[src/design/ssr_pkg.sv]
package ssr_pkg;

  localparam int unsigned DEPTH = 8;
  localparam int unsigned CNT_W = 4;
  localparam int unsigned IDX_W = 3;
  localparam int unsigned CFG_W = 64;
  localparam int unsigned TOT_W = 16;

  localparam logic [1:0] CFG_PATTERN_BYTES = 2'd0;
  localparam logic [1:0] CFG_PATTERN_LEN   = 2'd1;
  localparam logic [1:0] CFG_REPL_BYTES    = 2'd2;
  localparam logic [1:0] CFG_REPL_LEN      = 2'd3;

  typedef enum logic [1:0] {
    S_IDLE,
    S_CHECK,
    S_REPL,
    S_FLUSH
  } state_e;

  // Result of comparing the pending bytes against the pattern.
  typedef struct packed {
    logic prefix_ok;
    logic whole;
  } cmp_t;

endpackage

[src/design/stream_substring_replace.sv]
// Streaming search and replace of a byte pattern.
// Input channel: one beat carries a text byte, or an end-of-text mark that
// flushes held bytes and closes the string. Output channel: one beat per
// released text byte or replacement byte, and after end of text a final
// beat with char_valid low, final_marker high and the saturating
// replacement count.
// A byte is taken while the sequencer is idle and checked against the
// pattern in the cycle after. Every emitted beat (a released byte or a
// replacement byte) passes through the single compare/emit sequencer and
// the one-deep output register. in_stall_o is low only while the
// sequencer is idle. When the receiver stalls, the output beat holds and
// the sequencer waits before emitting its next beat.
// Reset empties the held bytes by clearing the fill count, clears the
// replacement count and loads the register reset values (pattern length 1,
// others zero). Configuration is written only while the block is idle:
// the user must keep to this, as the block itself does not enforce it.
module stream_substring_replace
  import ssr_pkg::*;
#(
  parameter int unsigned PATTERN_MAX     = 8,
  parameter int unsigned REPLACEMENT_MAX = 8
) (
  input  logic             clk_i,
  input  logic             rst_ni,
  input  logic             cfg_we_i,
  input  logic [1:0]       cfg_index_i,
  input  logic [CFG_W-1:0] cfg_data_i,
  input  logic             in_valid_i,
  output logic             in_stall_o,
  input  logic [7:0]       in_char_i,
  input  logic             end_of_text_i,
  output logic             out_valid_o,
  input  logic             out_stall_i,
  output logic [7:0]       out_char_o,
  output logic             char_valid_o,
  output logic             final_marker_o,
  output logic [TOT_W-1:0] replace_total_o
);

  state_e state_q, state_d;

  logic [CFG_W-1:0] pattern_q, repl_q;
  logic [CNT_W-1:0] plen_raw_q, rlen_raw_q;
  logic [CNT_W-1:0] plen, rlen;

  logic [DEPTH-1:0][7:0] pend_q;
  logic [CNT_W-1:0]      count_q;
  logic [TOT_W-1:0]      total_q;
  logic [IDX_W-1:0]      ridx_q;

  logic             out_valid_q;
  logic [7:0]       out_char_q;
  logic             char_valid_q;
  logic             final_q;
  logic [TOT_W-1:0] out_total_q;

  cmp_t cmp;
  logic in_acc, out_free;
  logic emit, emit_cv, emit_fin;
  logic [7:0] emit_char;
  logic [TOT_W-1:0] emit_total;
  logic do_release, do_match, do_repl, do_final;

  assign plen = (plen_raw_q == '0) ? CNT_W'(1) :
                (plen_raw_q > CNT_W'(PATTERN_MAX)) ? CNT_W'(PATTERN_MAX) : plen_raw_q;
  assign rlen = (rlen_raw_q > CNT_W'(REPLACEMENT_MAX)) ? CNT_W'(REPLACEMENT_MAX) : rlen_raw_q;

  assign in_stall_o = (state_q != S_IDLE);
  assign in_acc     = in_valid_i && !in_stall_o;
  assign out_free   = !out_valid_q || !out_stall_i;

  ssr_prefix_cmp u_cmp (
    .pend_i    (pend_q),
    .count_i   (count_q),
    .pattern_i (pattern_q),
    .plen_i    (plen),
    .cmp_o     (cmp)
  );

  always_comb begin
    state_d = state_q;
    unique case (state_q)
      S_IDLE: begin
        if (in_acc) begin
          state_d = end_of_text_i ? S_FLUSH : S_CHECK;
        end
      end
      S_CHECK: begin
        if (count_q == '0) begin
          state_d = S_IDLE;
        end else if (cmp.prefix_ok) begin
          state_d = (cmp.whole && rlen != '0) ? S_REPL : S_IDLE;
        end
      end
      S_REPL: begin
        if (out_free && ({1'b0, ridx_q} + CNT_W'(1)) == rlen) begin
          state_d = S_IDLE;
        end
      end
      S_FLUSH: begin
        if (out_free && count_q == '0) begin
          state_d = S_IDLE;
        end
      end
      default: state_d = S_IDLE;
    endcase
  end

  always_comb begin
    emit       = 1'b0;
    emit_char  = pend_q[0];
    emit_cv    = 1'b1;
    emit_fin   = 1'b0;
    emit_total = '0;
    do_release = 1'b0;
    do_match   = 1'b0;
    do_repl    = 1'b0;
    do_final   = 1'b0;
    unique case (state_q)
      S_IDLE: ;
      S_CHECK: begin
        if (count_q != '0) begin
          if (cmp.prefix_ok) begin
            do_match = cmp.whole;
          end else if (out_free) begin
            emit       = 1'b1;
            do_release = 1'b1;
          end
        end
      end
      S_REPL: begin
        if (out_free) begin
          emit      = 1'b1;
          emit_char = repl_q[{ridx_q, 3'b000} +: 8];
          do_repl   = 1'b1;
        end
      end
      S_FLUSH: begin
        if (out_free) begin
          emit = 1'b1;
          if (count_q != '0) begin
            do_release = 1'b1;
          end else begin
            emit_char  = '0;
            emit_cv    = 1'b0;
            emit_fin   = 1'b1;
            emit_total = total_q;
            do_final   = 1'b1;
          end
        end
      end
      default: ;
    endcase
  end

  always_ff @(posedge clk_i or negedge rst_ni) begin
    if (!rst_ni) begin
      state_q    <= S_IDLE;
      pattern_q  <= '0;
      plen_raw_q <= CNT_W'(1);
      repl_q     <= '0;
      rlen_raw_q <= '0;
      count_q    <= '0;
      total_q    <= '0;
      ridx_q     <= '0;
      out_valid_q <= 1'b0;
    end else begin
      state_q <= state_d;
      if (cfg_we_i) begin
        unique case (cfg_index_i)
          CFG_PATTERN_BYTES: pattern_q  <= cfg_data_i;
          CFG_PATTERN_LEN:   plen_raw_q <= cfg_data_i[CNT_W-1:0];
          CFG_REPL_BYTES:    repl_q     <= cfg_data_i;
          CFG_REPL_LEN:      rlen_raw_q <= cfg_data_i[CNT_W-1:0];
          default: ;
        endcase
      end
      if (in_acc && !end_of_text_i) begin
        count_q <= count_q + CNT_W'(1);
      end else if (do_release) begin
        count_q <= count_q - CNT_W'(1);
      end else if (do_match) begin
        count_q <= '0;
      end
      if (do_match) begin
        ridx_q <= '0;
        if (total_q != '1) begin
          total_q <= total_q + TOT_W'(1);
        end
      end else if (do_repl) begin
        ridx_q <= ridx_q + IDX_W'(1);
      end else if (do_final) begin
        total_q <= '0;
      end
      if (emit) begin
        out_valid_q <= 1'b1;
      end else if (!out_stall_i) begin
        out_valid_q <= 1'b0;
      end
    end
  end

  // Pending bytes and the output beat carry no reset; the fill count and
  // the valid flag guard them.
  always_ff @(posedge clk_i) begin
    if (in_acc && !end_of_text_i) begin
      pend_q[count_q[IDX_W-1:0]] <= in_char_i;
    end else if (do_release) begin
      for (int i = 0; i < DEPTH - 1; i++) begin
        pend_q[i] <= pend_q[i+1];
      end
      pend_q[DEPTH-1] <= '0;
    end
    if (emit) begin
      out_char_q   <= emit_char;
      char_valid_q <= emit_cv;
      final_q      <= emit_fin;
      out_total_q  <= emit_total;
    end
  end

  assign out_valid_o     = out_valid_q;
  assign out_char_o      = out_char_q;
  assign char_valid_o    = char_valid_q;
  assign final_marker_o  = final_q;
  assign replace_total_o = out_total_q;

endmodule

[src/design/ssr_prefix_cmp.sv]
module ssr_prefix_cmp
  import ssr_pkg::*;
(
  input  logic [DEPTH-1:0][7:0] pend_i,
  input  logic [CNT_W-1:0]      count_i,
  input  logic [CFG_W-1:0]      pattern_i,
  input  logic [CNT_W-1:0]      plen_i,
  output cmp_t                  cmp_o
);

  logic [DEPTH-1:0] byte_ok;

  // Each pending slot is checked against its pattern byte; slots past the
  // fill level do not take part.
  always_comb begin
    for (int i = 0; i < DEPTH; i++) begin
      byte_ok[i] = (CNT_W'(i) >= count_i) || (pend_i[i] == pattern_i[8*i +: 8]);
    end
  end

  assign cmp_o.prefix_ok = (count_i <= plen_i) && (&byte_ok);
  assign cmp_o.whole     = (count_i == plen_i);

endmodule

[config.mk]
export PLATFORM = sky130hd
export DESIGN_NAME = stream_substring_replace
export DESIGN_NICKNAME = d
export VERILOG_FILES = /design/src/design/ssr_pkg.sv /design/src/design/stream_substring_replace.sv /design/src/design/ssr_prefix_cmp.sv
export SDC_FILE = /design/constraint.sdc
export NUM_CORES = 1
export LEC_CHECK = 0
export ABC_AREA = 1
export BUFFER_PORTS_ARGS = -buffer_cell sky130_fd_sc_hd__buf_2
export CAP_MARGIN = 10
export CELL_PAD_IN_SITES_DETAIL_PLACEMENT = 1
export CELL_PAD_IN_SITES_GLOBAL_PLACEMENT = 1
export CORE_MARGIN = 5
export CORE_UTILIZATION = 49
export CTS_CLUSTER_SIZE = 28
export DETAILED_ROUTE_END_ITERATION = 10
export PLACE_DENSITY_LB_ADDON = 0.1
export SLEW_MARGIN = 10
export SYNTH_ARGS = -nofsm -noshare
export SYNTH_HDL_FRONTEND = slang
export SYNTH_HIERARCHICAL = 1
export SYNTH_SLANG_ARGS = --single-unit
[constraint.sdc]
create_clock -name clk_i -period 4.55 [get_ports clk_i]
set_input_delay 0.455 -clock clk_i [delete_from_list [all_inputs] [get_ports clk_i]]
set_output_delay 0.455 -clock clk_i [all_outputs]
set_load 0.01 [all_outputs]
Word-level counts from Yosys, hierarchy flattened
Cells that the tools add are included.
{"block": "word_totals", "regBits": 252, "latch_bits": 0, "mem_bits_rw": 0, "romBits": 0, "in_bits": 80, "out_inout_bits": 28, "word_cells": 152, "n_memories": 0}
{"block": "op_classes", "add_sub_neg": 5, "multipliers": 0, "div_mod_pow": 0, "n_lt_le_gt_ge": 13, "eq_ne": 24, "shift": 1, "muxes": 45, "bitwise_logic": 2, "reduce_logical": 41}
{"operator": "2-to-1 mux 64 bit", "n": 2}
{"operator": "bitwise mux 64 bit", "n": 1}
{"operator": "== test 8 bit", "n": 8}
{"operator": "2-to-1 mux 16 bit", "n": 4}
{"operator": "indexed part select 64 x 7 -> 8 bit", "n": 1}
{"operator": "2-to-1 mux 8 bit", "n": 4}
{"operator": "demux 8 bit (select 3 bit)", "n": 1}
{"operator": "2-to-1 mux 4 bit", "n": 6}
{"operator": "adder 16 x 1 -> 16 bit, second input constant", "n": 1}
{"operator": "greater-or-equal comparator 3 x 4 -> 1 bit, first input constant", "n": 4}
{"operator": "inequality test 16 bit, second input constant", "n": 1}
{"operator": "case mux 8 bit (2 select lines)", "n": 1}
{"operator": "2-to-1 mux 1 bit", "n": 14}
{"operator": "2-to-1 mux 2 bit", "n": 7}
{"operator": "AND reduction 2 bit", "n": 5}
{"operator": "logical OR 1 bit", "n": 9}
{"operator": "== test 2 bit, second input constant", "n": 4}
{"operator": "== test 4 bit", "n": 2}
{"operator": "greater-or-equal comparator 1 x 4 -> 1 bit, first input constant", "n": 2}
{"operator": "greater-or-equal comparator 2 x 4 -> 1 bit, first input constant", "n": 2}
{"operator": "> comparator 4 bit, second input constant", "n": 2}
{"operator": "logical NOT 4 bit", "n": 2}
{"operator": "inequality test 2 bit, second input constant", "n": 4}
{"operator": "case mux 2 bit (4 select lines)", "n": 1}
{"operator": "24 further kinds", "n": 43}

Logic depth before layout (Yosys ltp)
{"block": "depth", "ltp_word": 11, "ltp_mapped": 18, "ltp_nobuf": 18}

Hierarchy
The synthesis kept the hierarchy.
{"module": "stream_substring_replace", "n_inst": 1, "cells_each": 1180, "area_each_um2": 10944.2, "seq_area_each_um2": 6757.7}
{"module": "ssr_prefix_cmp", "n_inst": 1, "cells_each": 227, "area_each_um2": 1147.4, "seq_area_each_um2": 0.0}

Worst setup path before layout
OpenSTA, ideal clock, no wires.
{"block": "synth_path", "kind": "input port to flip-flop", "start": "in out_stall_i", "end": "reg char_valid_q (netlist: char_valid_o) (enable)", "setup_ns": 0.445, "arrival_ns": 2.521, "required_ns": 4.105, "setup_slack_ns": 1.584, "cell_stages": 3, "path_buffers": 0, "path_cell_list": "nand2_1 -> inv_1 -> o21ai_0"}
{"block": "synth_via", "elab_chain_cells": 6}
{"item": "start, declared", "line_no": "stream_substring_replace.sv:33", "text": "input logic out_stall_i,"}
{"item": "logical NOT 1 bit (*)"}
{"item": "logical OR 1 bit (*)", "line_no": "stream_substring_replace.sv:70", "text": "assign out_free = !out_valid_q || !out_stall_i;"}
{"item": "2-to-1 mux 1 bit (*)", "line_no": "stream_substring_replace.sv:125, stream_substring_replace.sv:132, stream_substring_replace.sv:139"}
{"item": "2-to-1 mux 1 bit", "line_no": "stream_substring_replace.sv:123", "text": "if (cmp.prefix_ok) begin"}
{"item": "2-to-1 mux 1 bit", "line_no": "stream_substring_replace.sv:122", "text": "if (count_q != '0) begin"}
{"item": "case mux 1 bit (2 select lines) (*)", "line_no": "stream_substring_replace.sv:119", "text": "unique case (state_q)"}
{"item": "net emit", "line_no": "stream_substring_replace.sv:59", "text": "logic emit, emit_cv, emit_fin;"}
{"item": "end signal, assigned", "line_no": "stream_substring_replace.sv:216", "text": "char_valid_q <= emit_cv;"}
{"item": "end, declared", "line_no": "stream_substring_replace.sv:53", "text": "logic char_valid_q;"}
The timed path passes the listed nets; every way through them passes the cells marked *.
A chain may end at the register's enable or synchronous reset.

==> flow_results.org <==
** Timing
- Fraction of the cycle the final worst path needs :: 64.6%
- Final critical-path setup slack :: 1.61 ns
- Setup repair after global routing missed its margin :: no
- Highest achievable clock rate :: 0.340 GHz
- Max-slew headroom at the worst pin :: 20.3%
- Setup tns final :: 0 ns
- Setup violations remaining at the end of the flow were counted as 0.
- Period minus WS final :: 2.94 ns
- Final-report hold violation count :: 0
- For the pin with the worst max-slew slack, the measured transition is 1.20 ns.
- Across the routed clock network, the largest skew measured is 0.0139 ns.
- The count of pins over their slew limit came to 0.

** Detailed routing
- Before antenna repair, the detailed router went through 4 iterations.
- Via/cell ratio :: 5.39
- Starting DRT DRC Count :: 660
- Routed WL per cell :: 19.6 µm
- Total wirelength of the detailed-routed design :: 36.2 mm
- Overall via count from detail_route :: 9974
- In the routed design, unresolved DRC markers number 0.
- The detail route stage leaves a number of antenna-violating nets equal to 0.

** Clock tree
- Buffers inserted during clock tree synthesis total 29.
- The later pin in the worst-skew pair is clocked with a latency of 0.55 ns.
- CTS tree :: yes
- Clock-pin slew was measured on the worst setup and hold paths at 0.06 ns.
- The number of setup buffers added after CTS is 0.
- Root cell of the clock tree :: sky130_fd_sc_hd__clkbuf_16
- TritonCTS Sinks :: 252
- In this run the number of H-tree levels came out at 1.
- Post-cts resize count :: 0
- In this run the deepest clock path goes through 3 buffers.

** Synth
- Post-synth top flop :: sky130_fd_sc_hd__dfrtp_1
- Library cell with the highest instance count after synthesis :: sky130_fd_sc_hd__nand2_1
- Biggest area contributors in the synthesized netlist :: sky130_fd_sc_hd__dfrtp_1 33%, sky130_fd_sc_hd__edfxtp_1 22%, sky130_fd_sc_hd__nand2_1 11%
- Number of synthesized register bits :: 252
- Synthesized instance count :: 1407
- Of the synthesized area, sequential elements account for 55.9%.
- The Yosys step of the flow raised 6 warnings.
- Post-synthesis instance area :: 0.0121 mm²
- Net count after synthesis :: 1496
- By count the netlist is led by 365 x sky130_fd_sc_hd__nand2_1, 267 x sky130_fd_sc_hd__o21ai_0, 164 x sky130_fd_sc_hd__inv_1.
- Top cell type by total area after synthesis :: sky130_fd_sc_hd__dfrtp_1
- Yosys mapped a number of flops with a built-in enable equal to 90.
- The synthesized netlist contains 36 unique library cells.
- Of the post-synthesis cell area, the dominant cell type holds 33.3%.
- Async set or reset register ratio after synthesis :: 64.3%
- A synthesized cell averages 8.59 µm².

** GRT
- Via count of the first global-routing pass :: 10656
- GRT Resource Usage Total :: 26.0%
- Maximum number of pins on one net before global-route repair :: 129
- The initial antenna violation count was 0.
- Wire length of the first global-routing pass :: 58.2 mm
- After global routing the overflow that remains totals 0.

** Finish
- Fin nets :: 1591
- Area taken by flip-flops and latches :: 0.00676 mm²
- The post-route netlist has 12.9% of its cells at a drive strength greater than 1.
- Layout filler cell count :: 2929
- The repair_antennas step left the layout with diodes totalling 0.
- Footprint of the multi-input gates :: 0.00449 mm²
- Non-filler cells, final :: 1849
- After routing the design area is 0.0139 mm².
- Layout area overhead :: 14.8%
- Util after Layout :: 57.1%

** Worst hold path
- Hold path startpoint :: cfg_data_i[54]
- Worst min-delay path endpoint :: pattern_q[54]
- The worst hold path was traced through 3 stages.
- In this run the worst hold path is classified as in -> reg.

** Pwr
- Power density cells :: 619 mW/mm²
- IR analysis of the VDD net gives a maximum drop of 0.000277 V.
- For this design the static power due to leakage is 6.57 nW.

** Worst setup path
- Data on the critical path is required at its endpoint by 4.97 ns.
- STA classifies the critical path startpoint as a flip-flop.
- For this design, the slowest cell found on the critical path is sky130_fd_sc_hd__edfxtp_1.
- Critical Path End Type :: flip-flop
- Class of the most critical setup path :: reg -> reg
- Worst path buffer plus inverter count :: 2
- The setup check on the worst reg-to-reg path leaves a slack of 1.61 ns.
- R2R Path End :: count_q[0]
- Crit-path max cell delay :: 0.43 ns
- The signal on the critical path passes through xnor2_1, nand2_1, nor3_1, nand2_1, nand2_1, nand3_1, nor2_2, inv_1, nand4_1, nand2_1, inv_2, nand2_1, nand2_1, o21ai_0.
- Cell with the most instances on the worst path :: sky130_fd_sc_hd__nand2_1
- Arrival time of the worst setup path :: 3.36 ns
- Counting cells, the worst reg-to-reg path comes to 14.
- Family with the most delay on the worst path :: simple AND/OR/NAND/NOR gates
- Reg2reg start :: pend_q[31]
- Of all nets on the critical path, the largest fanout is 9.

** Floorplan
- Width of the die :: 167 µm
- The die covers 0.0279 mm².
- The initial utilization of the core area, before any placement, comes to 49.7%.
- From bottom edge to top edge, the die measures 167 µm.
- I/O pin total :: 108
- Core outline area :: 0.0243 mm²
- The floorplan has 57 rows.

** Placement
- Count of placed standard cells including taps :: 1794
- Detailed Place HPWL :: 26.1 mm
- At the end of routability-driven placement, the weighted congestion stood at 0.864.
- Port Buffer Count :: 107
- Worst slack, placed :: 1.67 ns
- Cell area reported after detailed placement :: 0.0129 mm²

** Job
- Max-cap violations in this run came to 0.

** Run status
- The run finished with clean final reports.
[worst max-delay path by stage]
| stage | startpoint | end | slack [ns] | cells past startpoint |
|---|---|---|---|---|
| 6_report | pend_q[31] | count_q[0] | 1.61 | 14 |
| 5_1_grt | count_q[1] | count_q[0] | 1.34 | 13 |
| 4_1_cts | count_q[1] | count_q[0] | 1.63 | 13 |
| 3_5_place_dp | count_q[1] | pend_q[57] | 1.67 | 11 |
| 3_3_place_gp | count_q[1] | pend_q[57] | 1.78 | 11 |
| 2_1_floorplan | out_stall_i | char_valid_o | 1.58 | 3 |
[metal layers]
metal | vias up | track usage (%) | wire length (µm)
met1 | 4912 | 33.7 | 15200
met3 | 66 | 3.87 | 1890
met2 | 270 | 45.5 | 18100
met4 | 0 | 7.76 | 1010
met5 | - | 0 | 0
li1 | 4726 | - | -
[what timing repair did]
action                                 4_1_cts  5_1_grt
endpoints found under the hold margin       74        0
hold buffers                                 1        0
setup endpoints to repair                    0        0
[power breakdown]
group          switching (W)  internal (W)
registers           0.000614       0.00318
clock network       0.000941       0.00139
logic                0.00163      0.000840
total                0.00319       0.00541
[sequential cells by signal, summed over array words and instances (netlist names)]
name             flops
ridx_q               3
repl_q              64
total_q             16
plen_raw_q           4
state_q              2
final_marker_o       1
pattern_q           64
replace_total_o     16
out_valid_o          1
rlen_raw_q           4
count_q              4
out_char_o           8
char_valid_o         1
pend_q              64
[cell usage in the layout, fill, tap and decap left out, types with 7 or more instances in the layout]
cell type / count
sky130_fd_sc_hd__o22ai_1: 8
sky130_fd_sc_hd__buf_4: 8
sky130_fd_sc_hd__nor2_1: 127
sky130_fd_sc_hd__nand4_1: 10
sky130_fd_sc_hd__buf_2: 106
sky130_fd_sc_hd__nand3_1: 29
sky130_fd_sc_hd__xor2_1: 29
sky130_fd_sc_hd__dfrtp_1: 161
sky130_fd_sc_hd__ha_1: 9
sky130_fd_sc_hd__nand2_1: 365
sky130_fd_sc_hd__xnor2_1: 27
sky130_fd_sc_hd__o21ai_2: 10
sky130_fd_sc_hd__edfxtp_1: 90
sky130_fd_sc_hd__clkbuf_16: 29
sky130_fd_sc_hd__inv_1: 164
sky130_fd_sc_hd__o21ai_0: 266
sky130_fd_sc_hd__clkbuf_1: 7
sky130_fd_sc_hd__a21oi_1: 16
[logic make-up after synthesis]
family | synth area share, %
AO/OA/AOI/OAI | 13.3
XOR/XNOR | 4.06
adder cells (fa/ha/maj) | 0.931
buffers and inverters | 7.25
flip-flops | 55.9
AND/OR/NAND/NOR | 18.6
[worst register-to-register path, delay by kind of cell (launching register included)]
family,cells,cell delay [ns]
buf+inv,2,0.32
compound gates,1,0.09
simple gates,10,1.75
flops,1,0.43
xor+xnor,1,0.23
[metrics by stage]
step                hold WS [ns]  power, W
floorplan                  0.159   0.00526
global placement           0.470   0.00610
detailed placement         0.478   0.00624
CTS                        0.153   0.00863
global route               0.170   0.00912
finish                     0.164   0.00860
[layout make-up]
type	count	area share (%)
clock inverter	15	1.13
clock buffer	39	5.71
tap	324	2.92
timing repair buffer	117	4.55
sequential	252	48.7
multi-input combinational	929	32.3
inverter	173	4.71
No activity file was read; power rests on OpenSTA's default activity.
